### src/rtl/srr_pkg.sv
`timescale 1ns / 1ps

package srr_pkg;

  localparam int SEQ_SPACE   = 16;
  localparam int SEQ_W       = $clog2(SEQ_SPACE);
  localparam int MAX_DRAIN   = 8;
  localparam int CNT_W       = $clog2(MAX_DRAIN + 1);
  localparam int WIN_W       = 4;
  localparam int REF_W       = 16;
  localparam int LEN_W       = 8;

  localparam logic [LEN_W-1:0] MAX_PAYLOAD = LEN_W'(128);
  localparam logic [WIN_W-1:0] WIN_RESET   = WIN_W'(8);
  // window bound: min(MAX_DRAIN, SEQ_SPACE/2)
  localparam int               WIN_LIM_I   = (SEQ_SPACE / 2 < MAX_DRAIN) ?
                                             SEQ_SPACE / 2 : MAX_DRAIN;
  localparam logic [WIN_W-1:0] WIN_LIM     = WIN_W'(WIN_LIM_I);

  localparam logic KIND_DELIVER = 1'b0;
  localparam logic KIND_ACK     = 1'b1;

  typedef enum logic [1:0] {
    ST_IDLE,
    ST_STORE,
    ST_DRAIN,
    ST_ACK
  } state_t;

  typedef struct packed {
    logic latch;    // capture the incoming item
    logic store;    // write the item into its slot
    logic deliver;  // emit head slot, advance expected number
    logic ack;      // emit acknowledgement
  } cmd_t;

  typedef struct packed {
    logic pkt_ok;     // captured item passed its checksum
    logic in_window;  // captured number lies in the receive window
    logic can_drain;  // head slot full and drain budget left
  } status_t;

  function automatic logic [WIN_W-1:0] eff_window(input logic [WIN_W-1:0] w);
    logic [WIN_W-1:0] r;
    r = w;
    if (r == '0) r = WIN_W'(1);
    if (r > WIN_LIM) r = WIN_LIM;
    return r;
  endfunction

endpackage

### src/rtl/srr_ctrl.sv
`timescale 1ns / 1ps

module srr_ctrl (
  input  logic             clk,
  input  logic             rst,
  input  logic             start,
  input  srr_pkg::status_t status,
  output srr_pkg::cmd_t    cmd,
  output logic             busy
);

  srr_pkg::state_t state, state_next;

  always_ff @(posedge clk) begin
    if (rst) begin
      state <= srr_pkg::ST_IDLE;
    end else begin
      state <= state_next;
    end
  end

  always_comb begin
    state_next = state;
    case (state)
      srr_pkg::ST_IDLE: begin
        if (start) state_next = srr_pkg::ST_STORE;
      end
      srr_pkg::ST_STORE: begin
        if (!status.pkt_ok) state_next = srr_pkg::ST_IDLE;
        else if (status.in_window) state_next = srr_pkg::ST_DRAIN;
        else state_next = srr_pkg::ST_ACK;
      end
      srr_pkg::ST_DRAIN: begin
        if (!status.can_drain) state_next = srr_pkg::ST_ACK;
      end
      srr_pkg::ST_ACK: begin
        state_next = srr_pkg::ST_IDLE;
      end
      default: state_next = srr_pkg::ST_IDLE;
    endcase
  end

  always_comb begin
    cmd  = '0;
    busy = 1'b1;
    case (state)
      srr_pkg::ST_IDLE: begin
        busy      = 1'b0;
        cmd.latch = start;
      end
      srr_pkg::ST_STORE: begin
        cmd.store = status.pkt_ok && status.in_window;
      end
      srr_pkg::ST_DRAIN: begin
        cmd.deliver = status.can_drain;
      end
      srr_pkg::ST_ACK: begin
        cmd.ack = 1'b1;
      end
      default: begin
        busy = 1'b1;
      end
    endcase
  end

endmodule

### src/rtl/srr_datapath.sv
`timescale 1ns / 1ps

module srr_datapath (
  input  logic                            clk,
  input  logic                            rst,
  input  srr_pkg::cmd_t                   cmd,
  output srr_pkg::status_t                status,
  input  logic [srr_pkg::SEQ_W-1:0]       seq_num,
  input  logic                            checksum_ok,
  input  logic [srr_pkg::REF_W-1:0]       payload_ref,
  input  logic [srr_pkg::LEN_W-1:0]       payload_len,
  input  logic                            cfg_wr,
  input  logic [srr_pkg::WIN_W-1:0]       cfg_data,
  output logic                            out_valid,
  output logic                            kind,
  output logic [srr_pkg::SEQ_W-1:0]       out_seq,
  output logic [srr_pkg::REF_W-1:0]       out_ref,
  output logic [srr_pkg::LEN_W-1:0]       out_len,
  output logic                            last
);

  logic [srr_pkg::WIN_W-1:0]     window;
  logic [srr_pkg::SEQ_W-1:0]     expected;
  logic [srr_pkg::SEQ_SPACE-1:0] slot_full;
  logic [srr_pkg::REF_W-1:0]     slot_ref [srr_pkg::SEQ_SPACE];
  logic [srr_pkg::LEN_W-1:0]     slot_len [srr_pkg::SEQ_SPACE];
  logic [srr_pkg::CNT_W-1:0]     drain_cnt;

  logic [srr_pkg::SEQ_W-1:0]     pkt_seq;
  logic                          pkt_ok;
  logic [srr_pkg::REF_W-1:0]     pkt_ref;
  logic [srr_pkg::LEN_W-1:0]     pkt_len;

  logic [srr_pkg::SEQ_W-1:0]     seq_off;
  logic [srr_pkg::WIN_W-1:0]     win_eff;

  // distance wraps naturally in the sequence width
  assign seq_off = pkt_seq - expected;
  assign win_eff = srr_pkg::eff_window(window);

  assign status.pkt_ok    = pkt_ok;
  assign status.in_window = ({{(srr_pkg::WIN_W){1'b0}}, seq_off} <
                             {{(srr_pkg::SEQ_W){1'b0}}, win_eff});
  assign status.can_drain = slot_full[expected] &&
                            (drain_cnt != srr_pkg::CNT_W'(srr_pkg::MAX_DRAIN));

  // control state
  always_ff @(posedge clk) begin
    if (rst) begin
      window    <= srr_pkg::WIN_RESET;
      expected  <= '0;
      slot_full <= '0;
      drain_cnt <= '0;
      out_valid <= 1'b0;
    end else begin
      if (cfg_wr) window <= cfg_data;
      if (cmd.latch) drain_cnt <= '0;
      if (cmd.store) slot_full[pkt_seq] <= 1'b1;
      if (cmd.deliver) begin
        slot_full[expected] <= 1'b0;
        expected            <= expected + srr_pkg::SEQ_W'(1);
        drain_cnt           <= drain_cnt + srr_pkg::CNT_W'(1);
      end
      out_valid <= cmd.deliver || cmd.ack;
    end
  end

  // captured item, length clamped on entry
  always_ff @(posedge clk) begin
    if (cmd.latch) begin
      pkt_seq <= seq_num;
      pkt_ok  <= checksum_ok;
      pkt_ref <= payload_ref;
      pkt_len <= (payload_len > srr_pkg::MAX_PAYLOAD) ? srr_pkg::MAX_PAYLOAD
                                                      : payload_len;
    end
  end

  // slot payload store
  always_ff @(posedge clk) begin
    if (cmd.store) begin
      slot_ref[pkt_seq] <= pkt_ref;
      slot_len[pkt_seq] <= pkt_len;
    end
  end

  // result register
  always_ff @(posedge clk) begin
    if (cmd.deliver) begin
      kind    <= srr_pkg::KIND_DELIVER;
      out_seq <= expected;
      out_ref <= slot_ref[expected];
      out_len <= slot_len[expected];
      last    <= 1'b0;
    end else if (cmd.ack) begin
      kind    <= srr_pkg::KIND_ACK;
      out_seq <= pkt_seq;
      out_ref <= '0;
      out_len <= '0;
      last    <= 1'b1;
    end
  end

  a_ack_zero: assert property (@(posedge clk) disable iff (rst)
    cmd.ack |=> out_valid && kind == srr_pkg::KIND_ACK && out_ref == '0 && out_len == '0)
    else $error("ack result carries payload");

  a_drain_bound: assert property (@(posedge clk) disable iff (rst)
    drain_cnt <= srr_pkg::CNT_W'(srr_pkg::MAX_DRAIN))
    else $error("drain count overran");

  a_deliver_adv: assert property (@(posedge clk) disable iff (rst)
    cmd.deliver |=> expected == $past(expected) + srr_pkg::SEQ_W'(1) &&
                    !slot_full[$past(expected)])
    else $error("delivery did not retire head slot");

  a_cmd_excl: assert property (@(posedge clk) disable iff (rst)
    $onehot0({cmd.latch, cmd.store, cmd.deliver, cmd.ack}))
    else $error("conflicting datapath commands");

endmodule

### src/rtl/selective_repeat_receiver.sv
`timescale 1ns / 1ps
// An accepted item is captured, window-checked and, if in window, stored; the drain
// then delivers 0 to 8 in-order slots, one per cycle, and the ack follows.
// An item out of window goes straight to the ack; a corrupt item frees the block
// with no result. A new item is taken only once the block is idle again.
// Reset (rst, synchronous, active high): expected number 0, all slots empty,
// window 8. Results cannot be stalled by the receiver.

module selective_repeat_receiver (
  input  logic                            clk,
  input  logic                            rst,
  // item channel
  input  logic                            start,
  output logic                            busy,
  input  logic [srr_pkg::SEQ_W-1:0]       seq_num,
  input  logic                            checksum_ok,
  input  logic [srr_pkg::REF_W-1:0]       payload_ref,
  input  logic [srr_pkg::LEN_W-1:0]       payload_len,
  // window size register
  input  logic                            cfg_valid,
  output logic                            cfg_ready,
  input  logic [srr_pkg::WIN_W-1:0]       cfg_data,
  // results, one per cycle while out_valid is high
  output logic                            out_valid,
  output logic                            kind,
  output logic [srr_pkg::SEQ_W-1:0]       out_seq,
  output logic [srr_pkg::REF_W-1:0]       out_ref,
  output logic [srr_pkg::LEN_W-1:0]       out_len,
  output logic                            last
);

  srr_pkg::cmd_t    cmd;
  srr_pkg::status_t status;

  // The register is to be written only while idle; the block itself does not enforce it, so it is always ready.
  assign cfg_ready = 1'b1;

  // Controller: idle -> store (window check, slot write) -> drain (one delivery per
  // cycle while head slot full, budget left) -> ack; out of window: ack, corrupt: idle.
  srr_ctrl u_ctrl (
    .clk    (clk),
    .rst    (rst),
    .start  (start),
    .status (status),
    .cmd    (cmd),
    .busy   (busy)
  );

  // Datapath: captured item, slot store, expected number, window
  // register and the registered result stage.
  srr_datapath u_dp (
    .clk         (clk),
    .rst         (rst),
    .cmd         (cmd),
    .status      (status),
    .seq_num     (seq_num),
    .checksum_ok (checksum_ok),
    .payload_ref (payload_ref),
    .payload_len (payload_len),
    .cfg_wr      (cfg_valid && cfg_ready),
    .cfg_data    (cfg_data),
    .out_valid   (out_valid),
    .kind        (kind),
    .out_seq     (out_seq),
    .out_ref     (out_ref),
    .out_len     (out_len),
    .last        (last)
  );

  a_accept_capture: assert property (@(posedge clk) disable iff (rst)
    (start && !busy) |=> busy)
    else $error("accepted item did not occupy the block");

  a_result_busy: assert property (@(posedge clk) disable iff (rst)
    (out_valid && !last) |-> busy)
    else $error("delivery seen while idle");

  a_last_then_idle: assert property (@(posedge clk) disable iff (rst)
    (out_valid && last) |-> !busy)
    else $error("ack seen while still draining");

endmodule
### config.mk
export PLATFORM = sky130hd
export DESIGN_NAME = selective_repeat_receiver
export DESIGN_NICKNAME = d
export VERILOG_FILES = /design/src/rtl/srr_pkg.sv /design/src/rtl/srr_ctrl.sv /design/src/rtl/srr_datapath.sv /design/src/rtl/selective_repeat_receiver.sv
export SDC_FILE = /design/constraint.sdc
export NUM_CORES = 1
export LEC_CHECK = 0
export ABC_CLOCK_PERIOD_IN_PS = 10350
export BUFFER_PORTS_ARGS = -buffer_cell sky130_fd_sc_hd__buf_4
export CORE_MARGIN = 5
export CORE_UTILIZATION = 25
export CTS_CLUSTER_DIAMETER = 60
export DETAILED_ROUTE_END_ITERATION = 10
export PLACE_DENSITY = 0.47
export SLEW_MARGIN = 40
export SYNTH_ARGS = -nofsm -noshare
export SYNTH_HDL_FRONTEND = slang
export SYNTH_HIERARCHICAL = 1
export SYNTH_SLANG_ARGS = --single-unit
### constraint.sdc
create_clock -name clk -period 10.35 [get_ports clk]
set_clock_uncertainty 0.15 [all_clocks]
set_input_delay 0.5175 -clock clk [delete_from_list [all_inputs] [get_ports clk]]
set_output_delay 0.5175 -clock clk [all_outputs]
set_load 0.005 [all_outputs]
Word-level counts from Yosys, hierarchy flattened:

Memories as Yosys holds them, arrays and structs flattened. A register that Yosys moved wholly into a read port is not among the register bits.
Index checks and enable logic that the tools add are counted.

* register bits after elaboration: 89
* memory bits (writable): 384
* input port bits: 37
* output and inout bits: 33
* logic and storage cells: 80
* memories kept: 2

Memories
* u_dp.slot_ref: words 16, width 16, read ports 1, clocked after Yosys merged registers in 1, wr ports 1, line srr_datapath.sv:25 `logic [srr_pkg::REF_W-1:0] slot_ref [srr_pkg::SEQ_SPACE];`
* u_dp.slot_len: words 16, width 8, read ports 1, clocked after Yosys merged registers in 1, wr ports 1, line srr_datapath.sv:26 `logic [srr_pkg::LEN_W-1:0] slot_len [srr_pkg::SEQ_SPACE];`

* $add $sub $neg: 3
* magnitude comparators: 7
* eq/ne operators: 6
* mux-type cells: 35
* bitwise gates (word level): 3
* reduce and logical (&&, ||, !) cells: 10

Operators with widths (count)
* two-way mux 16 bit: 5
* two-way mux 4 bit: 10
* bitwise AND 16 bit: 1
* two-way mux 8 bit: 2
* NOT 16 bit: 1
* bitwise OR 16 bit: 1
* two-way mux 1 bit: 11
* less-than comparator 4 x 5 -> 1 bit (second input constant): 2
* adder 4 x 1 -> 4 bit (second input constant): 2
* demux 1 bit (select 4 bit): 2
* greater-or-equal comparator 4 x 1 -> 1 bit (second input constant): 2
* greater-than comparator 8 bit (second input constant): 1
* case mux 2 bit (4 select lines): 1
* two-way mux 2 bit: 3
* binary-select mux 1 bit (select 4 bit): 1
* == test 2 bit (second input constant): 2
* greater-than comparator 4 bit (second input constant): 1
* logical AND 1 bit: 4
* logical NOT 4 bit: 1
* less-than comparator 4 bit: 1
* != test 2 bit (second input constant): 2
* != test 4 bit (second input constant): 1
* nonzero test 2 bit: 2
* subtractor 4 bit: 1
* 4 further kinds: 4

Longest topological paths before layout:

* depth after elaboration: 11
* mapped depth: 15
* mapped depth without buffers: 15

Cells and area by module:

The synthesis kept the hierarchy.

By module, submodules not included
* srr_datapath: instances 1, cells an instance 1040, area an instance 18370.1 µm², sequential area each 13923.4 µm²
* srr_ctrl: instances 1, cells an instance 16, area an instance 130.1 µm², sequential area each 40.0 µm²
* selective_repeat_receiver: instances 1, cells an instance 2, area an instance 11.3 µm², sequential area each 0.0 µm²

Worst setup path after synthesis:

OpenSTA, ideal clock, no wires.

* kind: register to register
* from: register u_dp/expected[1] in the netlist's numbering
* to: memory u_dp/slot_len[3][0] in the netlist's numbering (enable)
* setup time: 437 ps
* data arrival time: 3930 ps
* required time: 9763 ps
* path slack: 5832 ps
* cell stages (with the launch flop): 14
* path buffers: 1
* period minus slack after synthesis: 4518 ps
* cells stage by stage: dfxtp_1 -> buf_6 -> inv_1 -> ha_1 -> a21o_1 -> a21oi_1 -> xnor2_1 -> ha_1 -> a21oi_1 -> o21a_1 -> inv_1 -> nor2_1 -> nand3_1 -> nor3_1

RTL lines
* start, declared: line srr_datapath.sv:23 `logic [srr_pkg::SEQ_W-1:0] expected;`
* start signal, assigned: line srr_datapath.sv:61 `expected <= expected + srr_pkg::SEQ_W'(1);`
* end, declared: line srr_datapath.sv:26

==> metrics.md <==
| Metric | Value |
|---|---|
| Max Slew Vio Count | 0 |
| Die Wd | 282 um |
| Crit path from | u_dp/expected[1] |
| DR vias | 9593 |
| Fill count | 7087 |
| Worst-Skew Late Latency | 590 ps |
| # clock sinks | 477 |
| CP Capture Type | register |
| IO Count | 70 |
| PnR worst setup slack | 5710 ps |
| Worst setup path endpoint | u_dp/slot_ref[0][7] |
| Resize count post-CTS | 0 |
| Initial antenna violation count | 0 |
| CTS clock-pin slew for the worst setup and hold paths | 60 ps |
| CP arrival | 4740 ps |
| Cells after Synth | 1058 |
| DP Worst Slack | 5710 ps |
| Crit Path Max Fanout | 14 |
| Tot GR Track Use | 11.1% |
| Core outline area | 73200 um^2 |
| Required time of the critical path | 10460 ps |
| Starting Density | 25.3% |
| Multi-input gate area | 4220 um^2 |
| Clock Tree Buf Depth | 3 |
| Quantity of I/O buffers inserted on ports | 68 |
| Hold Path Class | input pin to register |
| Reg-to-reg startpoint | u_dp/expected[1] |
| Syn Nets | 1108 |
| Reg2reg path depth | 13 |
| Status | complete, no violations |
| Leak pwr | 0.00692 uW |
| Num CTS Buffers | 53 |
| CTS tree | built |
| Avg Inst Size Synth | 17.5 um^2 |
| Grt ovf | 0 |
| Seq cells post-synth | 477 |
| Power Density | 182 nW/um^2 |
| Row cnt | 99 |
| Least-Margin Pin Slew | 836 ps |
| First-pass GRT wire length | 66500 um |
| Reg-to-reg slack, setup | 5710 ps |
| Post-layout min period | 4640 ps |
| Routed WL per cell | 20.5 um |
| Register area | 14000 um^2 |
| Period utilization | 44.8% |
| Layout area overhead | 21.3% |
| Largest net degree at the start of global routing | 74 |
| Seq/Total Area, Yosys | 75.4% |
| DR vias/cell | 4.40 |
| Die ar. | 79600 um^2 |
| Count of final hold-check violations | 0 |
| # setup viols final | 0 |
| DR pass1 iterations | 5 |
| # DRC | 0 |
| Relative slew margins | 44.1% |
| Setup Total Neg Slack | 0 ps |
| GP Congestion | 0.708 |
| Unrepaired setup endpoints after global routing | no |
| Yosys warning count | 6 |
| Vias in the first global route | 10000 |
| Detailed Route Iter0 Violations | 585 |
| DP Wirelength | 26600 um |
| Fmax achieved | 216 MHz |
| Total Wirelength | 44800 um |
| # diodes | 0 |
| H-tree depth | 2 |
| VDD IR-drop max | 0.0908 mV |
| NumNets Final | 1231 |
| Ratio of cells with drive above 1 in the final layout | 17.9% |
| Die height | 282 um |
| Cell variety after synth | 51 |
| Antenna-violating nets left | 0 |
| Worst R2R End | u_dp/slot_ref[0][7] |
| CP Class | register to register |
| Synthesized area | 18500 um^2 |
| Startpoint types | register |
| CTS Root Cell | clkbuf_16 |
| Max-cap viol count | 0 |
## metal layers
| metal | GRT usage (%) | wire, um |
|---|---|---|
| met3 | 2.10 | 1560 |
| met4 | 3.15 | 1090 |
| met2 | 18.6 | 21900 |
| met5 | 0 | 0 |
| met1 | 14.8 | 20300 |
## worst max-delay path: stages, from the launching register on
cell	delay (ps)
dfxtp_1	530
inv_1	200
ha_1	330
a21o_1	170
a21oi_1	190
xnor2_1	110
ha_1	310
a21oi_1	150
o21a_1	170
inv_1	50
nor2_1	230
or3b_1	560
nor3_4	700
buf_4	430
## final cells by class
class,instances,area share (%)
Sequential cell,477,62.2
Multi-Input combinational cell,506,18.8
Clock buffer,68,6.35
Timing Repair Buffer,128,5.90
Tap cell,959,5.34
Clock inverter,28,1.13
Inverter,15,0.251
## how the worst min path moves through the flow
stage | start | to | slack (ps) | depth (start not counted)
final | cfg_valid | u_dp/window[1] | 70 | 3
after global routing | cfg_valid | u_dp/window[1] | 50 | 3
after CTS | cfg_valid | u_dp/window[1] | 30 | 3
after detailed placement | u_dp/drain_cnt[3] | u_dp/drain_cnt[3] | 340 | 2
after global placement | u_dp/drain_cnt[3] | u_dp/drain_cnt[3] | 320 | 2
after floorplan | u_dp/drain_cnt[3] | u_dp/drain_cnt[3] | 300 | 2
## power breakdown
part           switching (uW)  internal [uW]
Combinational            40.2           36.7
Clock                     752           1070
Sequential               44.8           2140
Total                     837           3250
## metrics by stage
step           cells  util [%]  power (uW)  cell area, um^2  hold slack [ps]
2_1_floorplan   1058         -        2240            18500              302
6_report        2181      30.7        4090            22500             71.3
5_1_grt         2181      30.7        4240            22500             54.1
3_5_place_dp    2059      28.0        2300            20500              336
3_3_place_gp    2040      27.4        2300            20100              317
4_1_cts         2181      30.7        4140            22400             27.4
## cell usage in the layout (no fill, tap or decap), types with 9 or more instances in the layout
cell             n
clkbuf_16       55
dfxtp_1         34
nand2_1         47
clkinv_2        11
nor2_1          35
mux4_2          10
clkbuf_1        13
o22ai_1         15
dlygate4sd3_1   26
buf_4           82
ha_1            12
o21ai_1         18
a311oi_1        16
buf_16          11
edfxtp_1       441
a221oi_1         9
a22oi_1         78
inv_1           15
mux2i_1        180
nor2_4          13
## timing repair
action                    4_1_cts  5_1_grt
setup buffers                   0        0
hold endpoints to repair       25        0
hold buffers                   26        0
## flip-flops by register name, summed over array words and instances (netlist names), named ones only
| signal | cells |
|---|---|
| u_dp/pkt_ref | 16 |
| u_dp/pkt_ok | 1 |
| u_dp/out_len | 8 |
| u_dp/slot_len | 128 |
| u_dp/drain_cnt | 4 |
| u_ctrl/state | 1 |
| u_dp/window | 4 |
| u_dp/out_ref | 16 |
| u_dp/last | 1 |
| u_dp/expected | 4 |
| u_dp/pkt_seq | 4 |
| u_dp/out_seq | 4 |
| u_dp/slot_full | 16 |
| u_dp/pkt_len | 8 |
| u_dp/slot_ref | 256 |
| u_dp/out_valid | 1 |
## cell usage after synthesis (all sizes together)
library cell,instances,area share (%)
a311oi,16,0.76
buf,40,1.8
nand4,2,0.068
nand3b,3,0.12
o21a,1,0.041
inv,15,0.30
edfxtp,441,72
nor3,7,0.22
clkbuf,20,0.46
ha,12,0.81
conb,1,0.020
nand3,4,0.11
mux4,12,1.5
nand2,48,0.97
nor4bb,1,0.054
o22ai,15,0.51
nand2b,5,0.17
a21oi,8,0.22
or2,3,0.10
a21o,1,0.041
xor2,2,0.095
or3b,1,0.047
nor2,49,1.0
fa,1,0.11
dfxtp,36,3.9
o21ai,19,0.51
mux2,4,0.24
o31a,1,0.047
mux2i,180,9.7
o2111ai,1,0.047
a32oi,1,0.047
a221oi,9,0.43
o211ai,2,0.081
a22oi,78,3.2
nor2b,9,0.30
xnor2,5,0.24
and2,3,0.11
nor3b,2,0.11
## logic make-up (layout without fill, tap and decap cells)
group / after synthesis / in the layout / share of synthesized area, %
AO/OA/AOI/OAI: 152 / 152 / 5.89
XOR/XNOR: 7 / 7 / 0.331
multiplexers: 196 / 196 / 11.5
buffers and inverters: 75 / 239 / 2.55
AND/OR/NAND/NOR: 137 / 137 / 3.39
flip-flops: 477 / 477 / 75.4
adder cells (fa/ha/maj): 13 / 13 / 0.919
other: 1 / 1 / 0.0203
(Power assumes the default switching activity.)
